**config.mk**
```make
export PLATFORM = sky130hd
export DESIGN_NAME = ssk_cell
export DESIGN_NICKNAME = d
export VERILOG_FILES = /design/src/sv/ssk_pkg.sv /design/src/sv/ssk_cell.sv
export SDC_FILE = /design/constraint.sdc
export NUM_CORES = 1
export LEC_CHECK = 0
export BUFFER_PORTS_ARGS = -buffer_cell sky130_fd_sc_hd__buf_4
export CAP_MARGIN = 25
export CORE_ASPECT_RATIO = 0.6
export CORE_UTILIZATION = 44
export DETAILED_ROUTE_END_ITERATION = 12
export GPL_ROUTABILITY_DRIVEN = 1
export PLACE_DENSITY = 0.85
export SYNTH_ARGS = -nofsm -noshare
export SYNTH_HDL_FRONTEND = slang
export SYNTH_SLANG_ARGS = --single-unit
```
**constraint.sdc**
```tcl
create_clock -name clk -period 4.1 [get_ports clk]
set_clock_uncertainty 0.1 [all_clocks]
set_input_delay 0.41 -clock clk [delete_from_list [all_inputs] [get_ports clk]]
set_output_delay 0.41 -clock clk [all_outputs]
set_load 0.01 [all_outputs]
```
**src/sv/ssk_pkg.sv**
```systemverilog
`timescale 1ns / 1ps
// ----------------------------------------------------------------------------
// ssk_pkg: shared types and codes for the searchable stack engine
// Opcodes, status codes, scan record and broadcast control bundle.
// ----------------------------------------------------------------------------
package ssk_pkg;

  localparam int DATA_W    = 32;
  localparam int DEPTH_DEF = 64;
  // Index and count widths cover the largest supported depth (1024)
  localparam int IDX_W     = 10;
  localparam int CNT_W     = 11;

  localparam logic [1:0] OP_PUSH = 2'd0;
  localparam logic [1:0] OP_POP  = 2'd1;

  localparam logic [1:0] ST_OK    = 2'd0;
  localparam logic [1:0] ST_EMPTY = 2'd1;
  localparam logic [1:0] ST_FULL  = 2'd2;

  // Running scan result handed from cell to cell
  typedef struct packed {
    logic                     any;
    logic signed [DATA_W-1:0] mn;
    logic signed [DATA_W-1:0] mx;
    logic                     kf;
    logic [IDX_W-1:0]         kidx;
    logic                     sf;
    logic signed [DATA_W-1:0] sval;
    logic [IDX_W-1:0]         sidx;
    logic signed [DATA_W-1:0] top;
  } rec_t;

  // Broadcast from the controller to every cell
  typedef struct packed {
    logic signed [DATA_W-1:0] key;
    logic [CNT_W-1:0]         cnt;
    logic                     tsel;
    logic [IDX_W-1:0]         tidx;
    logic                     we;
    logic [IDX_W-1:0]         widx;
  } ctl_t;

endpackage

```
**src/sv/ssk_cell.sv**
```systemverilog
`timescale 1ns / 1ps
// ----------------------------------------------------------------------------
// ssk_cell: one stack entry with its slice of the search chain
// Holds one entry, folds it into the passing scan word, registers the result.
// ----------------------------------------------------------------------------
module ssk_cell import ssk_pkg::*; #(
  parameter int IDX = 0
) (
  input  logic clk,
  input  ctl_t ctl,
  input  rec_t rec_in,
  output rec_t rec_out
);

  localparam logic [IDX_W-1:0] MY = IDX_W'(IDX);

  logic signed [DATA_W-1:0] entry;
  logic                     filled;
  rec_t                     rec_next;

  // Entry storage
  always_ff @(posedge clk) begin
    if (ctl.we && ctl.widx == MY) begin
      entry <= ctl.key;
    end
  end

  assign filled = CNT_W'(IDX) < ctl.cnt;

  // Fold this entry into the running result
  always_comb begin
    rec_next = rec_in;
    if (filled) begin
      if (!rec_in.any || entry < rec_in.mn) rec_next.mn = entry;
      if (!rec_in.any || entry > rec_in.mx) rec_next.mx = entry;
      rec_next.any = 1'b1;
      if (!rec_in.kf && entry == ctl.key) begin
        rec_next.kf   = 1'b1;
        rec_next.kidx = MY;
      end
      // ascending scan with <= keeps the highest index among ties
      if (entry > ctl.key && (!rec_in.sf || entry <= rec_in.sval)) begin
        rec_next.sf   = 1'b1;
        rec_next.sval = entry;
        rec_next.sidx = MY;
      end
    end
    if (ctl.tsel && ctl.tidx == MY) rec_next.top = entry;
  end

  always_ff @(posedge clk) begin
    rec_out <= rec_next;
  end

endmodule

```
==> flow_metrics.env <==
export IMPL_setup_ws_ns=0.384
export IMPL_syn_num_nets=1147
export IMPL_cp_arrival_ns=3.94
export IMPL_synth_top_area_cell="dfxtp_1"
export IMPL_drtAntennaViolNets=0
export IMPL_slew_limit_headroom_pct=49.4
export IMPL_dr_total_vias=7553
export IMPL_hold_path_class="in -> reg"
export IMPL_start_util_pct=45.1
export IMPL_slew_violations=0
export IMPL_ios=368
export IMPL_overflow=0
export IMPL_cts_buffer_depth=2
export IMPL_layout_cells_non_filler=1470
export IMPL_final_seq_area_mm2=0.00398
export IMPL_n_fill_cell=1587
export IMPL_fmax_mhz=269
export IMPL_wl_met3_um=2210
export IMPL_fin_crit_sh_pct=90.6
export IMPL_worst_r2r_path_depth=10
export IMPL_die_area_mm2=0.0212
export IMPL_area_growth_pct=40.8
export IMPL_min_period_ns=3.72
export IMPL_slowest_delay_ns=0.54
export IMPL_initialDrtViolationCount=410
export IMPL_synth_edf_count=32
export IMPL_fin_tns_setup_ns=0
export IMPL_netlist_instances=803
export IMPL_viasPerCell=5.14
export IMPL_num_rows=40
export IMPL_synth_area_mm2=0.00908
export IMPL_tritoncts="built"
export IMPL_ys_warn_count=0
export IMPL_ys_seq_elements=183
export IMPL_clock_latency_ns=0.44
export IMPL_grt_antenna_before_repair=0
export IMPL_drt_met1_wl_um=13000
export IMPL_synth_avg_cell_area_um2=11.3
export IMPL_drt_wl_total_um=28800
export IMPL_cts_reportedPaths_clkPinSlew_ns=0.07
export IMPL_max_cap_viol_count=0
export IMPL_cts_hold_repair_buffers=0
export IMPL_grt_pass1_vias=7398
export IMPL_synth_ff_type="dfxtp_1"
export IMPL_layout_nets=1529
export IMPL_ir_drop_mv=0.278
export IMPL_cts_setup_buffers=0
export IMPL_htree_num_levels=4
export IMPL_critPathKind="reg -> reg"
export IMPL_cp_max_fo=26
export IMPL_die_x_um=187
export IMPL_grt_pass1_wl_um=41800
export IMPL_synth_area_top_cells="dfxtp_1, ha_1, mux2_2"
export IMPL_critPathCaptureType="flip-flop"
export IMPL_fp_coreArea_mm2=0.0201
export IMPL_cts_sinks=183
export IMPL_drive_above_1_share_pct=45.1
export IMPL_finalPower_w=0.00427
export IMPL_required_ns=4.33
export IMPL_grtUsageTotal_pct=26.6
export IMPL_crit_path_frequent_cell="buf_4"
export IMPL_place_inst=1439
export IMPL_setup_viol=0
export IMPL_antenna_cells=0
export IMPL_yosys_cell_types_count=48
export IMPL_hold_depth=1
export IMPL_io_buffers=367
export IMPL_p_leak_nw=6.56
export IMPL_whs_ns=0.0543
export IMPL_start_kind="flip-flop"
export IMPL_drt_pass1_iter_count=5
export IMPL_cts_root_buf="clkbuf_16"
export IMPL_synth_async_reset_ratio_pct=0
export IMPL_fp_dieH_um=113
export IMPL_wl_met2_um=13100
export IMPL_crit_chain="ha_1 > nand4_1 > nor4_1 > a2111oi_0 > buf_4 > o221ai_1 > xor2_1 > o2111ai_4 > buf_4 > mux2_4"
export IMPL_finalHoldViolations=0
export IMPL_grt_max_degree=34
export IMPL_dp_hpwl_um=23200
export IMPL_seq_area_frac_synth_pct=43.9
export IMPL_top_layer_used="met4"
export IMPL_status="finished clean"
export IMPL_multiInputGateArea_mm2=0.00458
export IMPL_pre_cts_ws_ns=0.412
export IMPL_routabilityCongestion=0.867
export IMPL_drc=0
export IMPL_rsz0062_at_grt="no"
export IMPL_wire_per_inst_um=19.6
export IMPL_power_per_cell_area_mw_per_mm2=334
export IMPL_cts_buffers=17
export IMPL_synth_top_area_share_pct=33.3
export IMPL_crit_slowest_cell="edfxtp_1"
export IMPL_cts_resized=0
export IMPL_worst_slew_pin_slew_ns=0.759
-- where the power goes --
| group | switching (W) | internal [W] | total (W) |
|---|---|---|---|
| logic | 0.000322 | 0.000436 | 0.000758 |
| clock network | 0.000726 | 0.000829 | 0.00155 |
| registers | 0.0000298 | 0.00192 | 0.00195 |
| total | 0.00108 | 0.00319 | 0.00427 |
-- flip-flops by register name, summed over array words and instances, names as in the netlist --
name	cells
entry	32
rec_out	151
-- Yosys cell counts (2+ instances only) --
library cell  instances
buf_6                 3
nor2b_1               5
a21o_1               35
nand3_1              10
nor4b_1               2
buf_2                 6
nand4_1              24
xor2_1                2
and2_1               20
nor4_1                9
a21boi_0              2
and4_1                6
clkbuf_1              4
or3_1                 2
nor2_1                8
a211oi_1              3
ha_1                127
nor3_1                2
a221oi_1              4
nand2b_1              2
mux2_4               30
inv_1               128
o21ai_0              13
nand2_1              16
o21a_1                4
a21oi_1              37
mux2_2               97
edfxtp_1             32
dfxtp_1             151
-- logic make-up (layout without fill, tap and decap cells) --
kind of cell	Yosys count	after routing	share of synthesized area, %
adder cells (fa/ha/maj)	127	127	17.5
XOR/XNOR	2	2	0.193
AO/OA/AOI/OAI	112	112	8.17
buffers and inverters	141	535	6.16
flip-flops	183	183	43.9
multiplexers	127	127	17.0
AND/OR/NAND/NOR	111	111	7.07
-- worst max-delay path, delay by kind of cell (launching register included) --
family,cells,cell delay (ns)
AND/OR/NAND/NOR,2,0.77
buffers and inverters,2,0.59
XOR/XNOR,1,0.15
multiplexers,1,0.34
flip-flops,1,0.54
adder cells (fa/ha/maj),1,0.43
AO/OA/AOI/OAI,3,0.64
-- final timing paths --
check	startpoint	to	slack [ns]
setup / recovery	entry[15]	rec_out[72]	0.38
hold / removal	ctl[50]	entry[17]	0.05
setup reg to reg	entry[15]	rec_out[72]	0.38
hold reg to reg	entry[0]	rec_out[42]	0.56
-- cells in the final DEF (no fill, tap or decap), drive strengths merged, types with 2 or more instances in the layout --
cell / count
buf: 376
dfxtp: 151
inv: 133
ha: 127
mux2: 127
a21oi: 37
a21o: 35
edfxtp: 32
nand4: 24
and2: 21
clkbuf: 21
nand2: 16
o21ai: 14
nand3: 10
nor4: 9
nor2: 8
and4: 6
nor2b: 5
a221oi: 4
o21a: 4
clkinv: 4
a211oi: 3
nor3: 2
nand2b: 2
or3: 2
a21boi: 2
xor2: 2
nor4b: 2
or2: 2
-- through the flow --
stage,instance area (µm²),util [%]
finish,12800,63.5
global placement,12200,60.8
CTS,12800,63.5
global route,12800,63.5
floorplan,9080,-
detailed placement,12200,60.8
-- final cells by class --
type | instances | share of cell area [%]
multi-input cells | 479 | 35.9
flip-flops and latches | 183 | 31.2
clock inverters | 10 | 0.548
well taps | 273 | 2.67
inverters | 128 | 3.76
repair buffers | 376 | 22.3
clock buffers | 21 | 3.69
-- layer usage --
| layer | track usage (%) | vias up |
|---|---|---|
| met4 | 7.91 | 0 |
| met3 | 6.39 | 37 |
| met5 | 0 | - |
| met1 | 35.8 | 3595 |
| li1 | - | 3604 |
| met2 | 42.5 | 317 |
Note: power is estimated with default switching activity, not from simulation.
